==> config.mk <==
export PLATFORM = sky130hd
export DESIGN_NAME = email_address_scanner_unit_flat
export DESIGN_NICKNAME = d
export VERILOG_FILES = /design/src/rtl/esc_pkg.sv /design/src/rtl/esc_text_if.sv /design/src/rtl/esc_addr_if.sv /design/src/rtl/email_address_scanner_unit.sv /design/src/rtl/esc_in_reg.sv /design/src/rtl/esc_scan.sv /design/src/rtl/esc_out_reg.sv /design/src/flat_wrapper.sv
export SDC_FILE = /design/constraint.sdc
export NUM_CORES = 1
export LEC_CHECK = 0
export ABC_AREA = 1
export CORE_MARGIN = 2
export CORE_UTILIZATION = 40
export DETAILED_ROUTE_END_ITERATION = 6
export DONT_BUFFER_PORTS = 1
export GPL_ROUTABILITY_DRIVEN = 0
export PLACE_DENSITY = 0.53
export SYNTH_ARGS = -nofsm -noshare
export SYNTH_HDL_FRONTEND = slang
export SYNTH_SLANG_ARGS = --single-unit
==> constraint.sdc <==
create_clock -name i_clk -period 5.4 [get_ports i_clk]
set_clock_uncertainty 0.1 [all_clocks]
set_input_delay 0.81 -clock i_clk [delete_from_list [all_inputs] [get_ports i_clk]]
set_output_delay 0.81 -clock i_clk [all_outputs]
set_load 0.05 [all_outputs]
==> src/rtl/esc_pkg.sv <==
package esc_pkg;

    localparam int DEFAULT_MAX_LINE = 256;
    localparam int BYTE_W           = 8;
    localparam int CFG_IDX_W        = 1;
    localparam int CFG_DATA_W       = 8;

    localparam logic [BYTE_W-1:0] CH_LF    = 8'd10;
    localparam logic [BYTE_W-1:0] CH_AT    = 8'd64;
    localparam logic [BYTE_W-1:0] CH_DOT   = 8'd46;
    localparam logic [BYTE_W-1:0] CH_UNDER = 8'd95;
    localparam logic [BYTE_W-1:0] CH_DASH  = 8'd45;

    localparam logic [CFG_IDX_W-1:0] CFG_MAX_LOCAL  = 1'b0;
    localparam logic [CFG_IDX_W-1:0] CFG_MAX_DOMAIN = 1'b1;

    localparam logic [BYTE_W-1:0] RESET_MAX_LOCAL  = 8'd32;
    localparam logic [BYTE_W-1:0] RESET_MAX_DOMAIN = 8'd64;

    typedef struct packed {
        logic              hit;
        logic [BYTE_W-1:0] start;
        logic [BYTE_W-1:0] length;
    } t_scan_result;

    function automatic logic is_alnum(input logic [BYTE_W-1:0] c);
        return (c inside {[8'd97:8'd122], [8'd65:8'd90], [8'd48:8'd57]});
    endfunction

    function automatic logic is_local_char(input logic [BYTE_W-1:0] c);
        return is_alnum(c) || (c inside {CH_DOT, CH_UNDER});
    endfunction

    function automatic logic is_domain_char(input logic [BYTE_W-1:0] c);
        return is_alnum(c) || (c inside {CH_DOT, CH_DASH});
    endfunction

    function automatic logic [BYTE_W-1:0] sat_inc(input logic [BYTE_W-1:0] v);
        return (v == '1) ? v : v + 8'd1;
    endfunction

endpackage

==> src/rtl/esc_text_if.sv <==
interface esc_text_if;
    logic                         valid;
    logic                         ready;
    logic [esc_pkg::BYTE_W-1:0]   text_byte;

    modport source (output valid, output text_byte, input ready);
    modport sink   (input valid, input text_byte, output ready);
endinterface

==> src/rtl/esc_addr_if.sv <==
interface esc_addr_if;
    logic                         valid;
    logic                         ready;
    logic [esc_pkg::BYTE_W-1:0]   addr_start;
    logic [esc_pkg::BYTE_W-1:0]   addr_length;

    modport source (output valid, output addr_start, output addr_length, input ready);
    modport sink   (input valid, input addr_start, input addr_length, output ready);
endinterface

==> src/rtl/email_address_scanner_unit.sv <==
// Email address scanner.
// i_text carries one text byte per word; byte 10 ends a line. o_addr carries
// one word per found address: start position in the line and total length
// (local part, at sign and domain). An address is reported when the byte
// that ends its domain is scanned, so a line without a closing byte keeps
// its last address open.
// The limits on local and domain length are written through i_cfg_we,
// i_cfg_idx and i_cfg_data; the user must write them only while no text
// is in flight, as the block does not enforce it. Throughput: one byte per
// cycle while the receiver takes results. The accepted byte sits in the
// input register and is classified, with the small counters updated,
// before the result register loads.
// Reset clears both registers, the line position and all run counters, and
// loads the length limits to 32 and 64.
// When the receiver stalls, the result word holds; the input register takes
// at most one more byte, then i_text.ready drops until the result is taken.
module email_address_scanner_unit #(
    parameter int MAX_LINE = esc_pkg::DEFAULT_MAX_LINE
) (
    input  logic                            i_clk,
    input  logic                            i_rst_n,
    esc_text_if.sink                        i_text,
    esc_addr_if.source                      o_addr,
    input  logic                            i_cfg_we,
    input  logic [esc_pkg::CFG_IDX_W-1:0]   i_cfg_idx,
    input  logic [esc_pkg::CFG_DATA_W-1:0]  i_cfg_data
);

    logic [esc_pkg::BYTE_W-1:0]  r_max_local;
    logic [esc_pkg::BYTE_W-1:0]  r_max_domain;

    logic                        w_in_valid;
    logic [esc_pkg::BYTE_W-1:0]  w_in_byte;
    logic                        w_room;
    logic                        w_adv;
    esc_pkg::t_scan_result       w_res;

    always_ff @(posedge i_clk) begin
        if (!i_rst_n) begin
            r_max_local  <= esc_pkg::RESET_MAX_LOCAL;
            r_max_domain <= esc_pkg::RESET_MAX_DOMAIN;
        end else if (i_cfg_we) begin
            case (i_cfg_idx)
                esc_pkg::CFG_MAX_LOCAL:  r_max_local  <= i_cfg_data;
                esc_pkg::CFG_MAX_DOMAIN: r_max_domain <= i_cfg_data;
                default: begin
                end
            endcase
        end
    end

    assign w_adv = w_in_valid && w_room;

    esc_in_reg u_in_reg (
        .i_clk   (i_clk),
        .i_rst_n (i_rst_n),
        .i_text  (i_text),
        .i_room  (w_room),
        .o_valid (w_in_valid),
        .o_byte  (w_in_byte)
    );

    esc_scan #(
        .MAX_LINE (MAX_LINE)
    ) u_scan (
        .i_clk        (i_clk),
        .i_rst_n      (i_rst_n),
        .i_adv        (w_adv),
        .i_byte       (w_in_byte),
        .i_max_local  (r_max_local),
        .i_max_domain (r_max_domain),
        .o_res        (w_res)
    );

    esc_out_reg u_out_reg (
        .i_clk   (i_clk),
        .i_rst_n (i_rst_n),
        .i_adv   (w_adv),
        .i_res   (w_res),
        .o_addr  (o_addr),
        .o_room  (w_room)
    );

    a_len_min: assert property (@(posedge i_clk) disable iff (!i_rst_n)
        o_addr.valid |-> o_addr.addr_length >= 8'd3)
        else $error("address length below three");

    a_in_hold: assert property (@(posedge i_clk) disable iff (!i_rst_n)
        (w_in_valid && o_addr.valid && !o_addr.ready) |=> w_in_valid)
        else $error("input word dropped while result stalled");

    a_out_src: assert property (@(posedge i_clk) disable iff (!i_rst_n)
        $rose(o_addr.valid) |-> $past(w_adv && w_res.hit))
        else $error("result appeared without a scanned byte");

endmodule

==> src/rtl/esc_in_reg.sv <==
module esc_in_reg (
    input  logic                        i_clk,
    input  logic                        i_rst_n,
    esc_text_if.sink                    i_text,
    input  logic                        i_room,
    output logic                        o_valid,
    output logic [esc_pkg::BYTE_W-1:0]  o_byte
);

    logic                        r_valid;
    logic                        n_valid;
    logic [esc_pkg::BYTE_W-1:0]  r_byte;
    logic                        w_load;

    assign i_text.ready = !r_valid || i_room;
    assign w_load       = i_text.valid && i_text.ready;

    always_comb begin
        n_valid = r_valid;
        if (w_load) begin
            n_valid = 1'b1;
        end else if (i_room) begin
            n_valid = 1'b0;
        end
    end

    always_ff @(posedge i_clk) begin
        if (!i_rst_n) begin
            r_valid <= 1'b0;
        end else begin
            r_valid <= n_valid;
        end
    end

    always_ff @(posedge i_clk) begin
        if (w_load) begin
            r_byte <= i_text.text_byte;
        end
    end

    assign o_valid = r_valid;
    assign o_byte  = r_byte;

endmodule

==> src/rtl/esc_scan.sv <==
module esc_scan #(
    parameter int MAX_LINE = esc_pkg::DEFAULT_MAX_LINE
) (
    input  logic                        i_clk,
    input  logic                        i_rst_n,
    input  logic                        i_adv,
    input  logic [esc_pkg::BYTE_W-1:0]  i_byte,
    input  logic [esc_pkg::BYTE_W-1:0]  i_max_local,
    input  logic [esc_pkg::BYTE_W-1:0]  i_max_domain,
    output esc_pkg::t_scan_result       o_res
);

    localparam int LPW = $clog2(MAX_LINE + 1);

    logic [LPW-1:0]              r_line_pos,   n_line_pos;
    logic [esc_pkg::BYTE_W-1:0]  r_local_run,  n_local_run;
    logic                        r_dom_active, n_dom_active;
    logic [esc_pkg::BYTE_W-1:0]  r_dom_run,    n_dom_run;
    logic [esc_pkg::BYTE_W-1:0]  r_pend_start, n_pend_start;
    logic [esc_pkg::BYTE_W-1:0]  r_pend_local, n_pend_local;

    logic                        w_fin_ok;
    logic [esc_pkg::BYTE_W:0]    w_len_sum;
    logic [esc_pkg::BYTE_W-1:0]  w_len;

    assign w_fin_ok  = (r_dom_run != '0) && (r_dom_run <= i_max_domain);
    assign w_len_sum = {1'b0, r_pend_local} + 9'd1 + {1'b0, r_dom_run};
    assign w_len     = w_len_sum[esc_pkg::BYTE_W] ? '1 : w_len_sum[esc_pkg::BYTE_W-1:0];

    always_comb begin
        n_line_pos   = r_line_pos;
        n_local_run  = r_local_run;
        n_dom_active = r_dom_active;
        n_dom_run    = r_dom_run;
        n_pend_start = r_pend_start;
        n_pend_local = r_pend_local;
        o_res.hit    = 1'b0;
        o_res.start  = r_pend_start;
        o_res.length = w_len;
        if (i_byte == esc_pkg::CH_LF) begin
            o_res.hit    = r_dom_active && w_fin_ok;
            n_line_pos   = '0;
            n_local_run  = '0;
            n_dom_active = 1'b0;
            n_dom_run    = '0;
        end else if (r_line_pos != LPW'(MAX_LINE)) begin
            if (r_dom_active) begin
                if (esc_pkg::is_domain_char(i_byte)) begin
                    n_dom_run = esc_pkg::sat_inc(r_dom_run);
                end else begin
                    o_res.hit    = w_fin_ok;
                    n_dom_active = 1'b0;
                    n_dom_run    = '0;
                end
            end else if (i_byte == esc_pkg::CH_AT && r_local_run != '0
                         && r_local_run <= i_max_local) begin
                n_dom_active = 1'b1;
                n_dom_run    = '0;
                n_pend_local = r_local_run;
                n_pend_start = esc_pkg::BYTE_W'(r_line_pos) - r_local_run;
            end
            n_local_run = esc_pkg::is_local_char(i_byte) ? esc_pkg::sat_inc(r_local_run) : '0;
            n_line_pos  = r_line_pos + LPW'(1);
        end
    end

    always_ff @(posedge i_clk) begin
        if (!i_rst_n) begin
            r_line_pos   <= '0;
            r_local_run  <= '0;
            r_dom_active <= 1'b0;
            r_dom_run    <= '0;
        end else if (i_adv) begin
            r_line_pos   <= n_line_pos;
            r_local_run  <= n_local_run;
            r_dom_active <= n_dom_active;
            r_dom_run    <= n_dom_run;
        end
    end

    always_ff @(posedge i_clk) begin
        if (i_adv) begin
            r_pend_start <= n_pend_start;
            r_pend_local <= n_pend_local;
        end
    end

endmodule

==> src/rtl/esc_out_reg.sv <==
module esc_out_reg (
    input  logic                   i_clk,
    input  logic                   i_rst_n,
    input  logic                   i_adv,
    input  esc_pkg::t_scan_result  i_res,
    esc_addr_if.source             o_addr,
    output logic                   o_room
);

    logic                        r_valid;
    logic                        n_valid;
    logic [esc_pkg::BYTE_W-1:0]  r_start;
    logic [esc_pkg::BYTE_W-1:0]  r_length;

    assign o_room = !r_valid || o_addr.ready;

    always_comb begin
        n_valid = r_valid;
        if (i_adv) begin
            n_valid = i_res.hit;
        end else if (o_addr.ready) begin
            n_valid = 1'b0;
        end
    end

    always_ff @(posedge i_clk) begin
        if (!i_rst_n) begin
            r_valid <= 1'b0;
        end else begin
            r_valid <= n_valid;
        end
    end

    always_ff @(posedge i_clk) begin
        if (i_adv && i_res.hit) begin
            r_start  <= i_res.start;
            r_length <= i_res.length;
        end
    end

    assign o_addr.valid       = r_valid;
    assign o_addr.addr_start  = r_start;
    assign o_addr.addr_length = r_length;

endmodule
==> src/flat_wrapper.sv <==
// flat-port wrapper written by rule: the top's interface ports become plain ports
module email_address_scanner_unit_flat 
#(
    parameter int MAX_LINE = esc_pkg::DEFAULT_MAX_LINE
)
  (i_clk, i_rst_n, i_cfg_we, i_cfg_idx, i_cfg_data, i_text_valid, i_text_text_byte, i_text_ready, o_addr_valid, o_addr_addr_start, o_addr_addr_length, o_addr_ready);
  esc_text_if i_text_i ();
  esc_addr_if o_addr_i ();
  input  logic i_clk;
  input  logic i_rst_n;
  input  logic i_cfg_we;
  input  logic [esc_pkg::CFG_IDX_W-1:0] i_cfg_idx;
  input  logic [esc_pkg::CFG_DATA_W-1:0] i_cfg_data;
  input wire logic [$bits(i_text_i.valid)-1:0] i_text_valid;
  input wire logic [$bits(i_text_i.text_byte)-1:0] i_text_text_byte;
  output wire logic [$bits(i_text_i.ready)-1:0] i_text_ready;
  output wire logic [$bits(o_addr_i.valid)-1:0] o_addr_valid;
  output wire logic [$bits(o_addr_i.addr_start)-1:0] o_addr_addr_start;
  output wire logic [$bits(o_addr_i.addr_length)-1:0] o_addr_addr_length;
  input wire logic [$bits(o_addr_i.ready)-1:0] o_addr_ready;
  assign i_text_i.valid = i_text_valid;
  assign i_text_i.text_byte = i_text_text_byte;
  assign i_text_ready = i_text_i.ready;
  assign o_addr_valid = o_addr_i.valid;
  assign o_addr_addr_start = o_addr_i.addr_start;
  assign o_addr_addr_length = o_addr_i.addr_length;
  assign o_addr_i.ready = o_addr_ready;
  email_address_scanner_unit #(.MAX_LINE(MAX_LINE)) u_core (.i_clk(i_clk), .i_rst_n(i_rst_n), .i_text(i_text_i), .o_addr(o_addr_i), .i_cfg_we(i_cfg_we), .i_cfg_idx(i_cfg_idx), .i_cfg_data(i_cfg_data));
endmodule
==> results of run 1 <==
## final cells by class
class | count | area share (%)
Multi-Input combinational cell | 367 | 42.6
Clock buffer | 13 | 6.05
Tap cell | 143 | 3.56
Inverter | 77 | 5.75
Clock inverter | 3 | 0.473
Timing Repair Buffer | 1 | 0.149
Sequential cell | 84 | 41.4
## power by group
part           internal, mW  switching [mW]  total [mW]
registers             0.687          0.0169       0.704
clock network         0.397           0.254       0.651
logic                0.0438          0.0769       0.121
total                  1.13           0.348        1.48
## worst paths after layout
path	cells past startpoint	startpoint	end	slack (ns)
worst max-delay path	7	u_core.u_out_reg.o_addr.valid	u_core.u_out_reg.o_addr.addr_start[5]	2.74
worst min-delay path	0	u_core.u_scan.r_pend_start[3]	u_core.u_out_reg.o_addr.addr_start[3]	0.32
worst max register to register	7	u_core.u_out_reg.o_addr.valid	u_core.u_out_reg.o_addr.addr_start[5]	2.74
worst min register to register	0	u_core.u_scan.r_pend_start[3]	u_core.u_out_reg.o_addr.addr_start[3]	0.32
## routing by layer
layer	global-route usage, %	up-vias
li1	-	1817
met1	21.4	1578
met2	24.7	79
met3	3.39	10
met4	7.42	0
met5	0	-
## cells by family (layout without fill, tap and decap cells)
group                      count (synthesis)  after routing  synth area share, %
and+or+nand+nor                          211            211                 20.5
AOI/OAI and AO/OA                         96             96                 11.4
buffers and inverters                     85             94                 7.48
DFF                                       84             84                 45.6
adders and majority gates                 39             39                 11.0
xor gates and xnor gates                  21             21                 4.03
## cells in the final DEF (no fill, tap or decap), drive strengths merged
master     n
a21boi     2
a21o       1
a21oi     57
a31oi      1
buf        1
clkbuf    13
clkinv     1
clkinvlp   2
dfxtp     44
edfxtp    40
fa         2
ha        37
inv       77
nand2     90
nand3     28
nand4     19
nor2      61
nor3      10
nor3b      1
nor4       1
o211ai     6
o21a       1
o21ai     27
o22ai      1
or2        1
xnor2      7
xor2      14
## state kept, by name, summed over array words and instances (netlist names), 8 cells and up
| signal | cells |
|---|---|
| u_core.u_out_reg.o_addr.addr_length | 8 |
| u_core.u_in_reg.o_byte | 8 |
| u_core.u_scan.r_line_pos | 9 |
| u_core.u_scan.r_pend_local | 8 |
| u_core.u_out_reg.o_addr.addr_start | 8 |
| u_core.u_scan.r_pend_start | 8 |
| u_core.u_scan.r_dom_run | 8 |
| u_core.r_max_domain | 8 |
| u_core.u_scan.r_local_run | 8 |
| u_core.r_max_local | 8 |
## metrics by stage
step / utilization (%) / std cells / hold slack (ns) / total power, mW
global placement: 41.7 / 672 / 0.304 / 0.836
finish: 44.6 / 688 / 0.316 / 1.48
CTS: 44.6 / 688 / 0.318 / 1.50
global route: 44.6 / 688 / 0.329 / 1.55
floorplan: - / 536 / 0.300 / 0.812
detailed placement: 41.7 / 672 / 0.305 / 0.839
==> out/qor.csv, run 1 <==
stage,metric,value,unit
status,status,completed,
job,drv_cap,0,
finish,seqCellArea,0.00208,mm^2
cts,cts.clk_slew.worst_paths,0.06,ns
grt,grt_overflow,0,
floorplanning,die_area,0.0123,mm^2
sta,finalSetupTns,0,ns
synthesis,avgSynthCellArea,8.52,um^2
setup_path,slowest_delay,0.49,ns
setup_path,arrival,2.53,ns
finish,antenna_cells,0,
sta,hold_viol,0,
finish,multiInputGateArea,0.00214,mm^2
cts,clockBufferDepth,2,
cts,cts_resized,0,
detailed_routing,wirelength,9300,um
setup_path,crit_buf_inv,1,
setup_path,startpoint_type,register,
finish,final_nets,601,
floorplanning,io_pins,40,
power_and_ir_drop,leakagePower,2.07,nW
floorplanning,fp.dieH,111,um
placed_design,place_ws,2.46,ns
detailed_routing,drc,0,
sta,slew_headroom,61.0,%
sta,min_period,2.66,ns
synthesis,syn-num-nets,597,
grt,grt_pass1_vias,3266,
synthesis,yosys.area.top_type,edfxtp_1,
setup_path,end_kind,register,
floorplanning,rows,39,
placed_design,placed_area,0.00470,mm^2
placed_design,io_buffers,0,
synthesis,synth_ff_type,dfxtp_1,
sta,finalWorstSetupSlack,2.74,ns
synthesis,synth_common_cells,"85 x nand2_1, 77 x inv_1, 58 x nor2_1",
grt,grt_pass1_wl,15700,um
detailed_routing,via_per_inst,5.06,
synthesis,yosysMostFrequentCell,nand2_1,
sta,drv_slew,0,
cts,clock_sinks,84,
power_and_ir_drop,p_per_area,293,mW/mm^2
cts,cts_root_buf,clkbuf_16,
min_path,hold_class,reg -> reg,
detailed_routing,wl_per_cell,13.5,um
detailed_routing,wl_met1,4630,um
detailed_routing,wl_met2,4130,um
finish,fin_area,0.00503,mm^2
setup_path,critPathKind,reg -> reg,
grt,grt_max_degree,25,
cts,post_cts_buffers,0,
synthesis,synthTopCellsByArea,"edfxtp_1 26%, dfxtp_1 19%, ha_1 10%, nand2_1 7.0%, inv_1 6.3%",
cts,cts_tree,done,
setup_path,cpLargestDelayFamily,simple AND/OR/NAND/NOR gates,
grt,antenna_found_initial,0,
setup_path,cp_slowest_cell,dfxtp_1,
setup_path,worst_ep_required_time,5.28,ns
synthesis,synth_edf_count,40,
synthesis,synthCells,536,
cts,insertion_delay,0.34,ns
placed_design,dp_hpwl,7090,um
detailed_routing,drt_iter0_drc,213,
cts,hold_buffers,0,
power_and_ir_drop,vdd.ir_drop.worst,0.192,mV
detailed_routing,vias,3484,
synthesis,async_flop_share,0,%
floorplanning,die_w,111,um
synthesis,ys_warn_count,0,
floorplanning,initial_core_util,40.5,%
sta,setup-violations-final,0,
floorplanning,design.core.area,0.0113,mm^2
finish,fillers,1132,
setup_path,crit_chain,a21boi_0 > o21ai_0 > nand2_2 > nand3_1 > nor2_1 > nand2_1 > inv_1,
grt,gr-usage-all-layers,15.9,%
synthesis,synth.distinct_cells,29,
synthesis,yosysTopAreaCellShare,26.3,%
sta,rsz0062_at_grt,false,
cts,cts_max_level,3,
synthesis,yosysSeqAreaShare,45.6,%
detailed_routing,postRouteAntennaNets,0,
finish,syn2layout_area_growth,10.1,%
sta,tightestPinTransition,0.583,ns
sta,fin_crit_sh,49.2,%
detailed_routing,topRoutingLayerUsed,met4,
detailed_routing,firstDrtPassIters,4,
detailed_routing,wl_met3,358,um
setup_path,cp_max_fo,23,
finish,drive_gt1_share,5.87,%
sta,max_freq,0.377,GHz
synthesis,synth.cell_area,0.00457,mm^2
cts,numCtsBuffers,9,
synthesis,synth-seq-cells,84,
Note: power is estimated with default switching activity, not from simulation.
==> run 2: changes to the inputs <==
Settings changed: PLACE_DENSITY 0.53 to 0.55.
Clock period 5.4 ns to 2.32 ns, I/O delays scaled along.
==> out/qor.csv, run 2 (synthesis gave the netlist of run 1 again) <==
stage,metric,value,unit,change
sta,finalSetupTns,0,ns,unchanged
finish,drive_gt1_share,9.41,%,+3.5 points
sta,rsz0062_at_grt,false,,
setup_path,crit_chain,inv_1 > ha_1 > fa_1 > o21ai_1 > a21oi_1 > nor2_1 > nor2_1 > xnor2_1,,
finish,final_cell_mix,"85 x nand2_1, 77 x inv_1, 58 x nor2_1",,
setup_path,cp_slowest_cell,fa_1,,
power_and_ir_drop,p_per_area,663,mW/mm^2,+130%
finish,largest_register,u_core.u_scan.r_line_pos,,
cts,post_cts_buffers,0,,unchanged
setup_path,endpoint,u_core.u_scan.r_pend_start[6],,
setup_path,rrSetupSlack,0.20,ns,-2.55 ns
power_and_ir_drop,leakagePower,2.22,nW,+7.1%
setup_path,worst_ep_required_time,2.31,ns,-2.97 ns
detailed_routing,wirelength,9600,um,+3.3%
power_and_ir_drop,power,3.50,mW,+140%
cts,numCtsBuffers,9,,unchanged
setup_path,startpoint_type,register,,
finish,final_nets,630,,+4.8%
job,drv_cap,0,,unchanged
detailed_routing,postRouteAntennaNets,0,,unchanged
detailed_routing,wl_per_cell,13.4,um,-0.92%
finish,layout_commonest_cell,nand2_1,,
setup_path,cp_max_fo,5,,-78%
detailed_routing,via_per_inst,4.96,,-2.0%
floorplanning,fp.dieH,111,um,unchanged
setup_path,r2r_start,u_core.u_scan.r_line_pos[0],,
grt,gr-usage-all-layers,16.5,%,+0.52 points
detailed_routing,vias,3558,,+2.1%
placed_design,placedCellCount,693,,+3.1%
cts,cts_root_buf,clkbuf_16,,
sta,tightestPinTransition,0.527,ns,-0.0557 ns
sta,hold_viol,0,,unchanged
setup_path,arrival,2.11,ns,-0.42 ns
grt,antenna_found_initial,0,,unchanged
floorplanning,die_w,111,um,unchanged
setup_path,crit_buf_inv,1,,unchanged
min_path,min_delay_path_depth,1,,+1
floorplanning,io_pins,40,,unchanged
setup_path,cpLargestDelayFamily,adder cells,,
finish,largest_reg_flops,9,,unchanged
setup_path,timing.rr.end,u_core.u_scan.r_pend_start[6],,
placed_design,dp_hpwl,7270,um,+2.5%
detailed_routing,firstDrtPassIters,5,,+1
finish,stdcell_count,717,,+4.2%
setup_path,reg2regPathDepth,8,,+1
detailed_routing,drc,0,,unchanged
finish,antenna_cells,0,,unchanged
sta,max_freq,0.471,GHz,+25%
min_path,hold_class,in -> reg,,
status,status,completed,,
detailed_routing,drt_iter0_drc,235,,+10%
floorplanning,rows,39,,unchanged
floorplanning,die_area,0.0123,mm^2,unchanged
placed_design,io_buffers,0,,unchanged
finish,syn2layout_area_growth,15.8,%,
cts,clockBufferDepth,2,,unchanged
grt,grt_pass1_wl,16300,um,+4.0%
cts,cts.clk_slew.worst_paths,0.07,ns,about the same
sta,setup-violations-final,0,,unchanged
cts,cts_max_level,3,,unchanged
floorplanning,design.core.area,0.0113,mm^2,unchanged
sta,slew_headroom,64.8,%,+3.8 points
cts,cts_tree,done,,
grt,grt_overflow,0,,unchanged
setup_path,slowest_delay,0.41,ns,-0.08 ns
sta,min_period,2.12,ns,-0.532 ns
sta,drv_slew,0,,unchanged
setup_path,end_kind,register,,
grt,grt_max_degree,25,,unchanged
sta,fin_crit_sh,91.5,%,+42 points
setup_path,cp_num_cells,8,,+1
grt,grt_pass1_vias,3463,,+6.0%
setup_path,critPathKind,reg -> reg,,
cts,clock_sinks,84,,unchanged
cts,insertion_delay,0.34,ns,about the same
setup_path,crit_path_frequent_cell,nor2_1,,
floorplanning,initial_core_util,40.5,%,unchanged
power_and_ir_drop,vdd.ir_drop.worst,0.457,mV,+140%
setup_path,cp-startpoint,u_core.u_scan.r_line_pos[0],,
-- run 2: worst reg2reg max path, delay by kind of cell (launching register included) --
family | cells | cell delay [ns]
adder cells (fa/ha/maj) | 2 | 0.65
AO/OA/AOI/OAI | 2 | 0.34
buffers and inverters | 1 | 0.12
XOR/XNOR | 1 | 0.12
flip-flops | 1 | 0.40
AND/OR/NAND/NOR | 2 | 0.14
-- run 2: layout make-up --
class                   instances  area (um^2)
fillers                      1087         5990
multi-input cells             367         2140
repair buffers                 30          270
clock buffers                   9          225
flip-flops and latches         84         2080
inverters                      77          289
well taps                     143          179
clock inverters                 7         98.8
-- run 2: how the worst min path moves through the flow --
stage	start	endpoint	slack, ns
after CTS	i_rst_n	u_core.r_max_local[5]	0.003
final	i_rst_n	u_core.r_max_local[5]	0.02
after floorplan	u_core.u_scan.r_pend_start[0]	u_core.u_out_reg.o_addr.addr_start[0]	0.30
after global placement	u_core.u_scan.r_pend_start[0]	u_core.u_out_reg.o_addr.addr_start[0]	0.31
after global routing	i_rst_n	u_core.r_max_local[5]	0.01
after detailed placement	u_core.u_scan.r_pend_start[0]	u_core.u_out_reg.o_addr.addr_start[0]	0.30
-- run 2: timing repair --
action                                  CTS  global route
resized for setup                         0             2
endpoints found under the hold margin     8             0
hold buffers                              8             0
endpoints found under the setup margin    0             2
-- run 2: report_power, final --
part           internal (mW)  switching [mW]  leakage [nW]
Clock                  0.950           0.608         0.156
Combinational          0.122           0.188          1.33
Sequential              1.60          0.0359         0.733
Total                   2.67           0.832          2.22
-- run 2: per-stage QoR --
| stage | util (%) | area, um^2 | worst slack, ns | hold WS (ns) |
|---|---|---|---|---|
| 2_1_floorplan | - | 4570 | 0.0261 | 0.300 |
| 3_3_place_gp | 43.3 | 4880 | 0.210 | 0.306 |
| 3_5_place_dp | 43.3 | 4880 | 0.116 | 0.305 |
| 4_1_cts | 46.9 | 5290 | 0.103 | 0.00336 |
| 5_1_grt | 46.9 | 5290 | 0.00861 | 0.0106 |
| 6_report | 46.9 | 5290 | 0.197 | 0.0209 |
-- run 2: routing by layer --
metal / routed length (um) / GRT usage [%] / share of wire, %
met5: 0 / 0 / 0
met4: 175 / 7.00 / 1.8
met3: 505 / 3.61 / 5.3
met2: 4340 / 26.8 / 45
met1: 4580 / 21.2 / 48
